--- config.mk ---
export PLATFORM = sky130hd
export DESIGN_NAME = c2s_div_cell
export DESIGN_NICKNAME = d
export VERILOG_FILES = /design/src/hdl/cube_to_sphere_vertex_projector_defines.svh /design/src/hdl/c2s_div_cell.sv
export SDC_FILE = /design/constraint.sdc
export NUM_CORES = 1
export LEC_CHECK = 0
export ABC_CLOCK_PERIOD_IN_PS = 2800
export BUFFER_PORTS_ARGS = -buffer_cell sky130_fd_sc_hd__buf_2
export CAP_MARGIN = 20
export CORE_MARGIN = 3
export CORE_UTILIZATION = 44
export CTS_CLUSTER_DIAMETER = 80
export DETAILED_ROUTE_END_ITERATION = 6
export PLACE_DENSITY = 0.76
export SLEW_MARGIN = 15
export SYNTH_ARGS = -nofsm -noshare
export SYNTH_HDL_FRONTEND = slang
export SYNTH_SLANG_ARGS = --single-unit
--- constraint.sdc ---
create_clock -name i_clk -period 2.8 [get_ports i_clk]
set_clock_uncertainty 0.2 [all_clocks]
set_input_delay 0.56 -clock i_clk [delete_from_list [all_inputs] [get_ports i_clk]]
set_output_delay 0.56 -clock i_clk [all_outputs]
set_load 0.005 [all_outputs]
--- src/hdl/cube_to_sphere_vertex_projector_defines.svh ---
// Assertion macros for the cube to sphere vertex projector.
`ifndef CUBE_TO_SPHERE_VERTEX_PROJECTOR_DEFINES_SVH
`define CUBE_TO_SPHERE_VERTEX_PROJECTOR_DEFINES_SVH
`ifndef NO_ASSERTIONS
`define C2S_ASSERT_IMP(lbl, ante, cons) \
    lbl: assert property (@(posedge i_clk) disable iff (!i_rst_n) (ante) |-> (cons)) \
        else $error("c2s check failed");
`define C2S_ASSERT_NXT(lbl, ante, cons) \
    lbl: assert property (@(posedge i_clk) disable iff (!i_rst_n) (ante) |=> (cons)) \
        else $error("c2s check failed");
`else
`define C2S_ASSERT_IMP(lbl, ante, cons)
`define C2S_ASSERT_NXT(lbl, ante, cons)
`endif
`endif

--- src/hdl/c2s_div_cell.sv ---
// One step of a pipelined restoring divider over parallel lanes with a shared divisor.
module c2s_div_cell #(
    parameter int NW    = 32,
    parameter int DW    = 16,
    parameter int LANES = 3,
    parameter int SBW   = 1
) (
    input  logic                      i_clk,
    input  logic                      i_rst_n,
    input  logic                      i_en,
    input  logic                      i_v,
    input  logic [DW-1:0]             i_den,
    input  logic [LANES-1:0][DW-1:0]  i_rem,
    input  logic [LANES-1:0][NW-1:0]  i_acc,
    input  logic [SBW-1:0]            i_sb,
    output logic                      o_v,
    output logic [DW-1:0]             o_den,
    output logic [LANES-1:0][DW-1:0]  o_rem,
    output logic [LANES-1:0][NW-1:0]  o_acc,
    output logic [SBW-1:0]            o_sb
);

    logic [LANES-1:0][DW-1:0] n_rem;
    logic [LANES-1:0][NW-1:0] n_acc;
    logic                     r_v;
    logic [DW-1:0]            r_den;
    logic [LANES-1:0][DW-1:0] r_rem;
    logic [LANES-1:0][NW-1:0] r_acc;
    logic [SBW-1:0]           r_sb;

    for (genvar l = 0; l < LANES; l++) begin : g_lane
        logic [DW:0] part;
        logic [DW:0] diff;
        logic        take;
        assign part = {i_rem[l], i_acc[l][NW-1]};
        assign diff = part - {1'b0, i_den};
        assign take = (part >= {1'b0, i_den});
        assign n_rem[l] = take ? diff[DW-1:0] : part[DW-1:0];
        assign n_acc[l] = {i_acc[l][NW-2:0], take};
    end

    always_ff @(posedge i_clk) begin
        if (!i_rst_n) begin
            r_v <= 1'b0;
        end else if (i_en) begin
            r_v <= i_v;
        end
    end

    always_ff @(posedge i_clk) begin
        if (i_en) begin
            r_den <= i_den;
            r_rem <= n_rem;
            r_acc <= n_acc;
            r_sb  <= i_sb;
        end
    end

    assign o_v   = r_v;
    assign o_den = r_den;
    assign o_rem = r_rem;
    assign o_acc = r_acc;
    assign o_sb  = r_sb;

endmodule

==> impl_metrics.tcl <==
set metrics [dict create \
    synth_top_area_cell "edfxtp_1" \
    rows 49 \
    wl_mm 25.0 \
    io_buffers 326 \
    synth.distinct_cells 65 \
    grt-ovfl-total 0 \
    grt_max_degree 52 \
    clk_latency_ns 0.42 \
    core_area_um2 18100 \
    vias 6698 \
    synth_warnings 0 \
    final_hold_viol_count 0 \
    netlist_area_um2 8240 \
    drive_above_1_share 0.496 \
    fin_cells 1295 \
    area_growth_pct 40.2 \
    initial_core_util 0.454 \
    dp_slack_ns -0.294 \
    holdWs_ns 0.104 \
    total_leakage_power_nw 5.17 \
    combPwrFrac 0.227 \
    crit_path_start_kind "input pin" \
    syn_area_per_cell_um2 13.6 \
    synth_nets 823 \
    cts.clk_slew.worst_paths_ns 0.07 \
    fillerInstances 1438 \
    synth_most_common_cell "edfxtp_1" \
    p_seq_frac 0.444 \
    post-cts-setup-buffer-count 0 \
    first_iter_violations 366 \
    drv_cap 0 \
    clockBufferDepth 2 \
    dpl.hpwl_mm 20.0 \
    period_minus_slack_ns 2.66 \
    p_clk_frac 0.329 \
    drtPass1Iterations 5 \
    antenna_found_initial 6 \
    grt_pass1_wl_mm 36.6 \
    cp.required_ns 2.78 \
    tritoncts "built" \
    ys_ff_latch 162 \
    min_path_type "input pin to flop" \
    vias_per_cell 5.17 \
    clock-sinks 162 \
    crit_fanout 4 \
    crit_path_end_kind "flop" \
    yosysTopAreaCellShare 0.587 \
    drv_slew 0 \
    outcome "finished, final reports clean" \
    maxSlewHeadroom 0.620 \
    cts_root_buf "clkbuf_16" \
    rsz0062_at_grt "false" \
    die_x_um 143 \
    criticalPathCategory "input pin to flop" \
    nNetsFinal 1269 \
    synthTopCellsByArea "edfxtp_1 (59%), ha_1 (7.3%), mux2_2 (2.7%)" \
    synth-edff-count 161 \
    post-place-cells 1263 \
    setup_viol 0 \
    cp_data_arrival_time_ns 2.64 \
    ios 327 \
    ys_seq_area_frac 0.589 \
    cts_inserted_buffers 17 \
    p_switching_mw 1.90 \
    post-route-util 0.636 \
    grt_pass1_vias 6661 \
    synthTopCellsByCount "edfxtp_1 (161), ha_1 (48), a21oi_1 (39)" \
    worst_pin_slew_ns 0.556 \
    synthesis.instances 607 \
    min_period_over_period 0.950 \
    synth-main-ff-cell "edfxtp_1" \
    postRouteAntennaNets 0 \
    cts-htree-levels 4 \
    p_int_mw 4.95 \
    max-vdd-ir-drop_v 0.000423 \
    track_usage 0.238 \
    place.gp.congestion 0.903 \
    ctsHoldBuffers 0 \
    fmax_mhz 376 \
    wl_per_cell_um 19.3 \
    power.density_nw_per_um2 593 \
    die_area_um2 20400 \
    swShare 0.277 \
    antenna_cells_inserted 0 \
    drcViolationCount 0 \
    synthArstFlopShare 0 \
    postLayoutSetupSlackWorst_ns 0.140 \
    die_h_um 143 \
]
## cell usage in the layout (no fill, tap or decap), types with 9 or more instances in the layout
cell type	n
buf_2	325
edfxtp_1	161
buf_4	112
ha_1	46
a21oi_1	39
inv_1	34
nand2_1	28
nor2_1	26
o21ai_0	21
mux2_2	20
xnor2_1	18
clkbuf_16	17
a211oi_1	12
nor2b_1	11
nand3_1	11
mux2_4	10
nor3_1	10
mux2i_1	10
o21a_1	9
xor2_1	9
## per-layer routing
metal	vias up	track usage	wire length (um)
met3	58	0.0687	2040
met4	12	0.0915	857
met5	-	0	83
met1	3115	0.268	9300
li1	3229	-	-
met2	284	0.425	12800
## critical path: stages
cell and delay [ns]:
buf_2 0.13, ha_1 0.22, fa_1 0.41, nor2b_1 0.17, o31ai_1 0.10, o2bb2ai_1 0.16
o311ai_0 0.38, buf_4 0.19, xor2_1 0.05, mux2_1 0.27
## through the flow
| stage | power, mW | cell area, um^2 | setup TNS, ns |
|---|---|---|---|
| final | 6.85 | 11500 | 0 |
| after global routing | 7.15 | 11500 | 0 |
| after CTS | 6.90 | 11500 | 0 |
| after detailed placement | 4.64 | 11000 | -9.25 |
| after global placement | 4.61 | 11000 | -7.59 |
| after floorplan | 3.84 | 8250 | 0 |
## path summary, 6_finish.rpt
| path | slack, ns | start | end | depth (start not counted) |
|---|---|---|---|---|
| worst max-delay path | 0.14 | i_den[0] | o_rem[12] | 10 |
| worst min-delay path | 0.10 | i_acc[23] | o_acc[24] | 1 |
| worst max register to register | 2.01 | o_v | o_v | 2 |
| worst min register to register | 0.33 | o_v | o_v | 2 |
## logic make-up (layout without fill, tap and decap cells)
logic type / Yosys count / count (layout) / synth area share
flip-flops: 162 / 162 / 0.589
AO/OA/AOI/OAI: 149 / 149 / 0.130
AND/OR/NAND/NOR: 124 / 124 / 0.0764
adder cells (fa/ha/maj): 51 / 51 / 0.0802
buffers and inverters: 49 / 508 / 0.0307
multiplexers: 45 / 45 / 0.0646
XOR/XNOR: 27 / 27 / 0.0287
## power by group through the flow
stage                     clock network (mW)  registers [mW]  logic, mW
after CTS                               2.29            3.04       1.56
after global routing                    2.40            3.06       1.70
final                                   2.25            3.04       1.56
after detailed placement                   0            3.09       1.55
after floorplan                            0            3.12      0.714
after global placement                     0            3.09       1.53
## state kept, by name, indices dropped and copies added (netlist names)
| register | cells |
|---|---|
| o_v | 1 |
| o_den | 16 |
| o_acc | 96 |
| o_rem | 48 |
| o_sb | 1 |
## cell type report
| class | count | area, um^2 | share of cell area |
|---|---|---|---|
| inverter | 34 | 128 | 0.0111 |
| clock inverter | 14 | 143 | 0.0124 |
| tap | 229 | 287 | 0.0248 |
| timing repair buffer | 442 | 2560 | 0.222 |
| sequential | 162 | 4850 | 0.420 |
| multi-input combinational | 396 | 3150 | 0.273 |
| clock buffer | 18 | 429 | 0.0372 |
## what timing repair did
action                                 CTS  global route
endpoints found under the hold margin    0             0
resized for setup                        0             1
setup endpoints to repair                0             2
Note: power is estimated with default switching activity, not from simulation.
