===== src/hdl/cube_to_sphere_vertex_projector_defines.svh =====
// Assertion macros for the cube to sphere vertex projector.
`ifndef CUBE_TO_SPHERE_VERTEX_PROJECTOR_DEFINES_SVH
`define CUBE_TO_SPHERE_VERTEX_PROJECTOR_DEFINES_SVH
`ifndef NO_ASSERTIONS
`define C2S_ASSERT_IMP(lbl, ante, cons) \
    lbl: assert property (@(posedge i_clk) disable iff (!i_rst_n) (ante) |-> (cons)) \
        else $error("c2s check failed");
`define C2S_ASSERT_NXT(lbl, ante, cons) \
    lbl: assert property (@(posedge i_clk) disable iff (!i_rst_n) (ante) |=> (cons)) \
        else $error("c2s check failed");
`else
`define C2S_ASSERT_IMP(lbl, ante, cons)
`define C2S_ASSERT_NXT(lbl, ante, cons)
`endif
`endif


===== src/hdl/c2s_sqrt_cell.sv =====
// One step of a pipelined integer square root: decides one root bit.
module c2s_sqrt_cell #(
    parameter int SW   = 32,
    parameter int STEP = 0,
    parameter int SBW  = 1
) (
    input  logic           i_clk,
    input  logic           i_rst_n,
    input  logic           i_en,
    input  logic           i_v,
    input  logic [SW-1:0]  i_rem,
    input  logic [SW-1:0]  i_root,
    input  logic [SBW-1:0] i_sb,
    output logic           o_v,
    output logic [SW-1:0]  o_rem,
    output logic [SW-1:0]  o_root,
    output logic [SBW-1:0] o_sb
);

    localparam logic [SW-1:0] BIT = SW'(1) << (2 * STEP);

    logic [SW-1:0]  trial;
    logic           take;
    logic [SW-1:0]  n_rem;
    logic [SW-1:0]  n_root;
    logic           r_v;
    logic [SW-1:0]  r_rem;
    logic [SW-1:0]  r_root;
    logic [SBW-1:0] r_sb;

    assign trial  = i_root + BIT;
    assign take   = (i_rem >= trial);
    assign n_rem  = take ? (i_rem - trial) : i_rem;
    assign n_root = take ? ((i_root >> 1) + BIT) : (i_root >> 1);

    always_ff @(posedge i_clk) begin
        if (!i_rst_n) begin
            r_v <= 1'b0;
        end else if (i_en) begin
            r_v <= i_v;
        end
    end

    always_ff @(posedge i_clk) begin
        if (i_en) begin
            r_rem  <= n_rem;
            r_root <= n_root;
            r_sb   <= i_sb;
        end
    end

    assign o_v    = r_v;
    assign o_rem  = r_rem;
    assign o_root = r_root;
    assign o_sb   = r_sb;

endmodule


===== config.mk =====
export PLATFORM = sky130hd
export DESIGN_NAME = c2s_sqrt_cell
export DESIGN_NICKNAME = d
export VERILOG_FILES = /design/src/hdl/cube_to_sphere_vertex_projector_defines.svh /design/src/hdl/c2s_sqrt_cell.sv
export SDC_FILE = /design/constraint.sdc
export NUM_CORES = 1
export LEC_CHECK = 0
export BUFFER_PORTS_ARGS = -buffer_cell sky130_fd_sc_hd__buf_4
export CORE_ASPECT_RATIO = 0.7
export CORE_MARGIN = 8
export CORE_UTILIZATION = 35
export DETAILED_ROUTE_END_ITERATION = 16
export GPL_ROUTABILITY_DRIVEN = 0
export PLACE_DENSITY = 0.55
export SETUP_SLACK_MARGIN = 0.2
export SLEW_MARGIN = 20
export SYNTH_ARGS = -nofsm -noshare
export SYNTH_HDL_FRONTEND = slang
export SYNTH_SLANG_ARGS = --single-unit

===== constraint.sdc =====
create_clock -name i_clk -period 4.2 [get_ports i_clk]
set_clock_uncertainty 0.2 [all_clocks]
set_input_delay 0.21 -clock i_clk [delete_from_list [all_inputs] [get_ports i_clk]]
set_output_delay 0.21 -clock i_clk [all_outputs]
set_load 0.02 [all_outputs]

==> impl_table.tex <==
\begin{tabular}{lr}
\hline
Metric & Value \\
\hline
\multicolumn{2}{l}{\textbf{Detailed routing}} \\
Average wire per cell in the routed design & 18.36 microns \\
Drt initial violations & $\sim$310 \\
Antenna viol nets, final & 0 \\
Number of vias per cell after detailed routing & around 5.3 \\
DRC viols & 0 \\
First-pass DRT Iterations & 5 \\
Final routed wirelength across all metal layers & about 18,000 microns \\
Total number of vias & 5,250 \\
\multicolumn{2}{l}{\textbf{Die}} \\
Ports & between 100 and 150 \\
Vertical die dimension & 119.2 microns \\
CORE AREA & 14,770 sq um \\
Die footprint & $\sim$19,000 sq um \\
Cell row count & 37 \\
Starting utilization of the core area & 0.3605 \\
X dimension of the die & around 160 microns \\
\multicolumn{2}{l}{\textbf{Yosys}} \\
Yosys cell types & 59 \\
Yosys Warn Count & 0 \\
Library cell occupying the most area in the post-synthesis netlist & sky130\_fd\_sc\_hd\_\_edfxtp\_1 \\
Share of synthesized registers carrying an async set or reset & 0 \\
Dominant register cell in the synthesized netlist & sky130\_fd\_sc\_hd\_\_edfxtp\_1 \\
Synth Instances & 550 \\
Syn nets & about 650 \\
Combined area of all synthesized cells & about 5300 sq um \\
Sequential area share after synthesis & 0.3704 \\
Top cell type's share of synthesized area & 0.3666 \\
Average footprint of a synthesized cell & 9.680 sq um \\
Flop and latch count out of synthesis & between 60 and 70 \\
Post-synth EDFFs & 65 \\
Dominant cells by area after synthesis & sky130\_fd\_sc\_hd\_\_edfxtp\_1 (37\%), sky130\_fd\_sc\_hd\_\_xnor2\_1 (8.7\%), sky130\_fd\_sc\_hd\_\_ha\_1 (8.0\%) \\
\multicolumn{2}{l}{\textbf{Clock network}} \\
H-tree depth reported by CTS & 3 \\
CTS max path bufs & 2 \\
Clock transition at the registers of the reported paths & roughly 0.060 ns \\
Clock sink total & between 60 and 70 \\
CTS tree & yes \\
Root Buffer & sky130\_fd\_sc\_hd\_\_clkbuf\_16 \\
Clock latency on the worst-skew pair & $\sim$0.34 ns \\
CTS Buf Count & 9 \\
\multicolumn{2}{l}{\textbf{Final layout}} \\
Most used cells in the layout excluding fill and tap cells & sky130\_fd\_sc\_hd\_\_buf\_4 (216), sky130\_fd\_sc\_hd\_\_edfxtp\_1 (65), sky130\_fd\_sc\_hd\_\_nand2\_1 (53) \\
Layout cell share with drive strength beyond 1 & 0.3773 \\
Ant diodes & 0 \\
Post-layout utilization of the core & 0.5490 \\
Final-stage net count & roughly 900 \\
Synth-to-layout area growth & 52.29\% \\
Number of cells in the finished layout apart from fillers & between 900 and 1,000 \\
Leading cell type in the layout, fill and taps excluded & sky130\_fd\_sc\_hd\_\_buf\_4 \\
\multicolumn{2}{l}{\textbf{STA}} \\
Crit path time final & just under 4 ns \\
Max-slew headroom & 0.4156 \\
Setup Viol. Count Final & 0 \\
Max Freq & about 250 MHz \\
Final Worst Setup Slack & between 0.2 and 0.3 ns \\
Fin crit share & 0.9398 \\
Setup repair after global routing missed its margin & no \\
Setup TNS & 0 ns \\
Count of final hold-check violations & 0 \\
Slew Limit Fails & 0 \\
Worst slew pin tran & between 0.8 and 0.9 ns \\
\multicolumn{2}{l}{\textbf{Setup path}} \\
Worst Setup Start Kind & input port \\
RR Startpoint & o\_v\$\_SDFFE\_PN0P\_ \\
Endpoint type of the worst setup path & flop \\
Kind of critical path & in -> reg \\
Data required time of the critical path & 4.10 ns \\
Start point of the critical path & i\_root[1] \\
CP Data Arrival Time & a little under 4 ns \\
Largest fanout on the critical path & 20 \\
\multicolumn{2}{l}{\textbf{Power and ir drop}} \\
Pwr per Cell Area & $\sim$320 nW/um\^{}2 \\
Total Power & roughly 2.6 mW \\
Largest voltage drop on the vdd net & around 0.00019 V \\
Leak & 3.359 nW \\
\multicolumn{2}{l}{\textbf{Global routing}} \\
Maximum number of pins on one net before global-route repair & 67 \\
Residual overflow from global routing & 0 \\
Number of antenna violations at the first check in global routing & 0 \\
Via count of the first global-routing pass & 4,996 \\
Global router's overall resource usage & 0.1765 \\
Global-route wire length before repair & 27,210 microns \\
\multicolumn{2}{l}{\textbf{Flow run}} \\
Count of maximum capacitance violations & 0 \\
\multicolumn{2}{l}{\textbf{Placed design}} \\
Placement Setup Slack & -0.2553 ns \\
Port buffer count & between 100 and 150 \\
Dpl cells & slightly above 900 \\
Half-perimeter wire length of the detailed placement result & 13,760 microns \\
\multicolumn{2}{l}{\textbf{Status}} \\
Result of the run & complete, no violations \\
\multicolumn{2}{l}{\textbf{Worst hold path}} \\
Startpoint of the worst hold path & i\_root[27] \\
Worst Hold Class & in -> reg \\
\hline
\end{tabular}
-- routing by layer --
| layer | global-route usage | wire length (microns) | up-vias |
|---|---|---|---|
| met4 | 0.04457 | 319 | 0 |
| met5 | 0 | 0 | - |
| met1 | 0.2600 | 8873 | 2454 |
| met3 | 0.04474 | 1587 | 29 |
| li1 | - | - | 2524 |
| met2 | 0.2495 | 7538 | 243 |
-- power by group --
| group | internal [mW] | switching [mW] | leakage, nW |
|---|---|---|---|
| clock network | 0.520 | 0.296 | 0.145 |
| registers | 0.818 | 0.0224 | 0.644 |
| logic | 0.466 | 0.496 | 2.57 |
| total | 1.81 | 0.814 | 3.36 |
-- state kept, by name, summed over array words and instances, names as in the netlist --
signal / flops
o_rem: 32
o_root: 32
o_sb: 1
o_v: 1
-- kinds of logic after synthesis --
group,after synthesis,share of synthesized area
AND/OR/NAND/NOR,187,0.1746
AO/OA/AOI/OAI,117,0.1504
XOR/XNOR,86,0.1415
flip-flops,66,0.3704
buffers and inverters,36,0.03126
adder cells (fa/ha/maj),35,0.08367
multiplexers,23,0.04818
-- final timing paths --
kind                          end  slack [ns]  depth (start not counted)
max            o_rem[1]$_DFFE_PP_        0.25                         19
min          o_root[26]$_DFFE_PP_       0.007                          2
max reg2reg      o_v$_SDFFE_PN0P_        2.84                          3
min reg2reg      o_v$_SDFFE_PN0P_        0.89                          3
-- metrics by stage --
| stage | hold WS [ns] | cell area, sq um |
|---|---|---|
| 2_1_floorplan | 0.1089 | 5338 |
| 3_3_place_gp | 0.1900 | 7053 |
| 3_5_place_dp | 0.1921 | 7053 |
| 4_1_cts | 0.00005376 | 7745 |
| 5_1_grt | 0.007387 | 8108 |
| 6_report | 0.007181 | 8108 |
-- cells in the mapped netlist, drive strengths merged (2+ instances only) --
library cell  number
edfxtp            65
nand2             56
xnor2             53
a21oi             35
ha                34
nor2              33
xor2              33
nand3             29
mux2              21
o21ai             19
a21o              17
nand4             17
and3              14
inv               14
buf               11
clkbuf            11
a211oi             8
nor3               8
a31oi              7
nand2b             7
and2               6
and4               6
o21a               6
o211ai             4
o31ai              4
nor2b              3
o21bai             3
mux2i              2
o221ai             2
o2bb2ai            2
or3                2
-- worst max-delay path: stages --
cell	delay, ns
sky130_fd_sc_hd__buf_4	0.10
sky130_fd_sc_hd__ha_4	0.13
sky130_fd_sc_hd__and3_4	0.18
sky130_fd_sc_hd__and3_4	0.18
sky130_fd_sc_hd__and3_4	0.18
sky130_fd_sc_hd__and3_4	0.18
sky130_fd_sc_hd__and2_4	0.18
sky130_fd_sc_hd__nand2_1	0.07
sky130_fd_sc_hd__xor2_1	0.18
sky130_fd_sc_hd__ha_1	0.38
sky130_fd_sc_hd__and3_1	0.21
sky130_fd_sc_hd__and4_1	0.23
sky130_fd_sc_hd__nand2_1	0.08
sky130_fd_sc_hd__a211oi_2	0.28
sky130_fd_sc_hd__o21ai_4	0.11
sky130_fd_sc_hd__a31oi_4	0.30
sky130_fd_sc_hd__buf_6	0.17
sky130_fd_sc_hd__buf_12	0.14
sky130_fd_sc_hd__mux2_2	0.34
-- cell type report --
type | instances | area [sq um]
flip-flops and latches | 66 | 1972
well taps | 195 | 244.0
clock inverters | 6 | 91.34
repair buffers | 259 | 2117
inverters | 14 | 52.55
multi-input cells | 448 | 3402
clock buffers | 10 | 229.0
fillers | 1321 | 6660
-- what timing repair did --
| item | CTS | global route |
|---|---|---|
| gates resized for setup | 7 | 42 |
| pin swaps | 4 | 19 |
| hold buffers | 34 | 0 |
| setup buffers | 0 | 12 |
| setup endpoints to repair | 33 | 64 |
| gates cloned | 0 | 2 |
| hold endpoints to repair | 33 | 0 |
(Power assumes the default switching activity.)
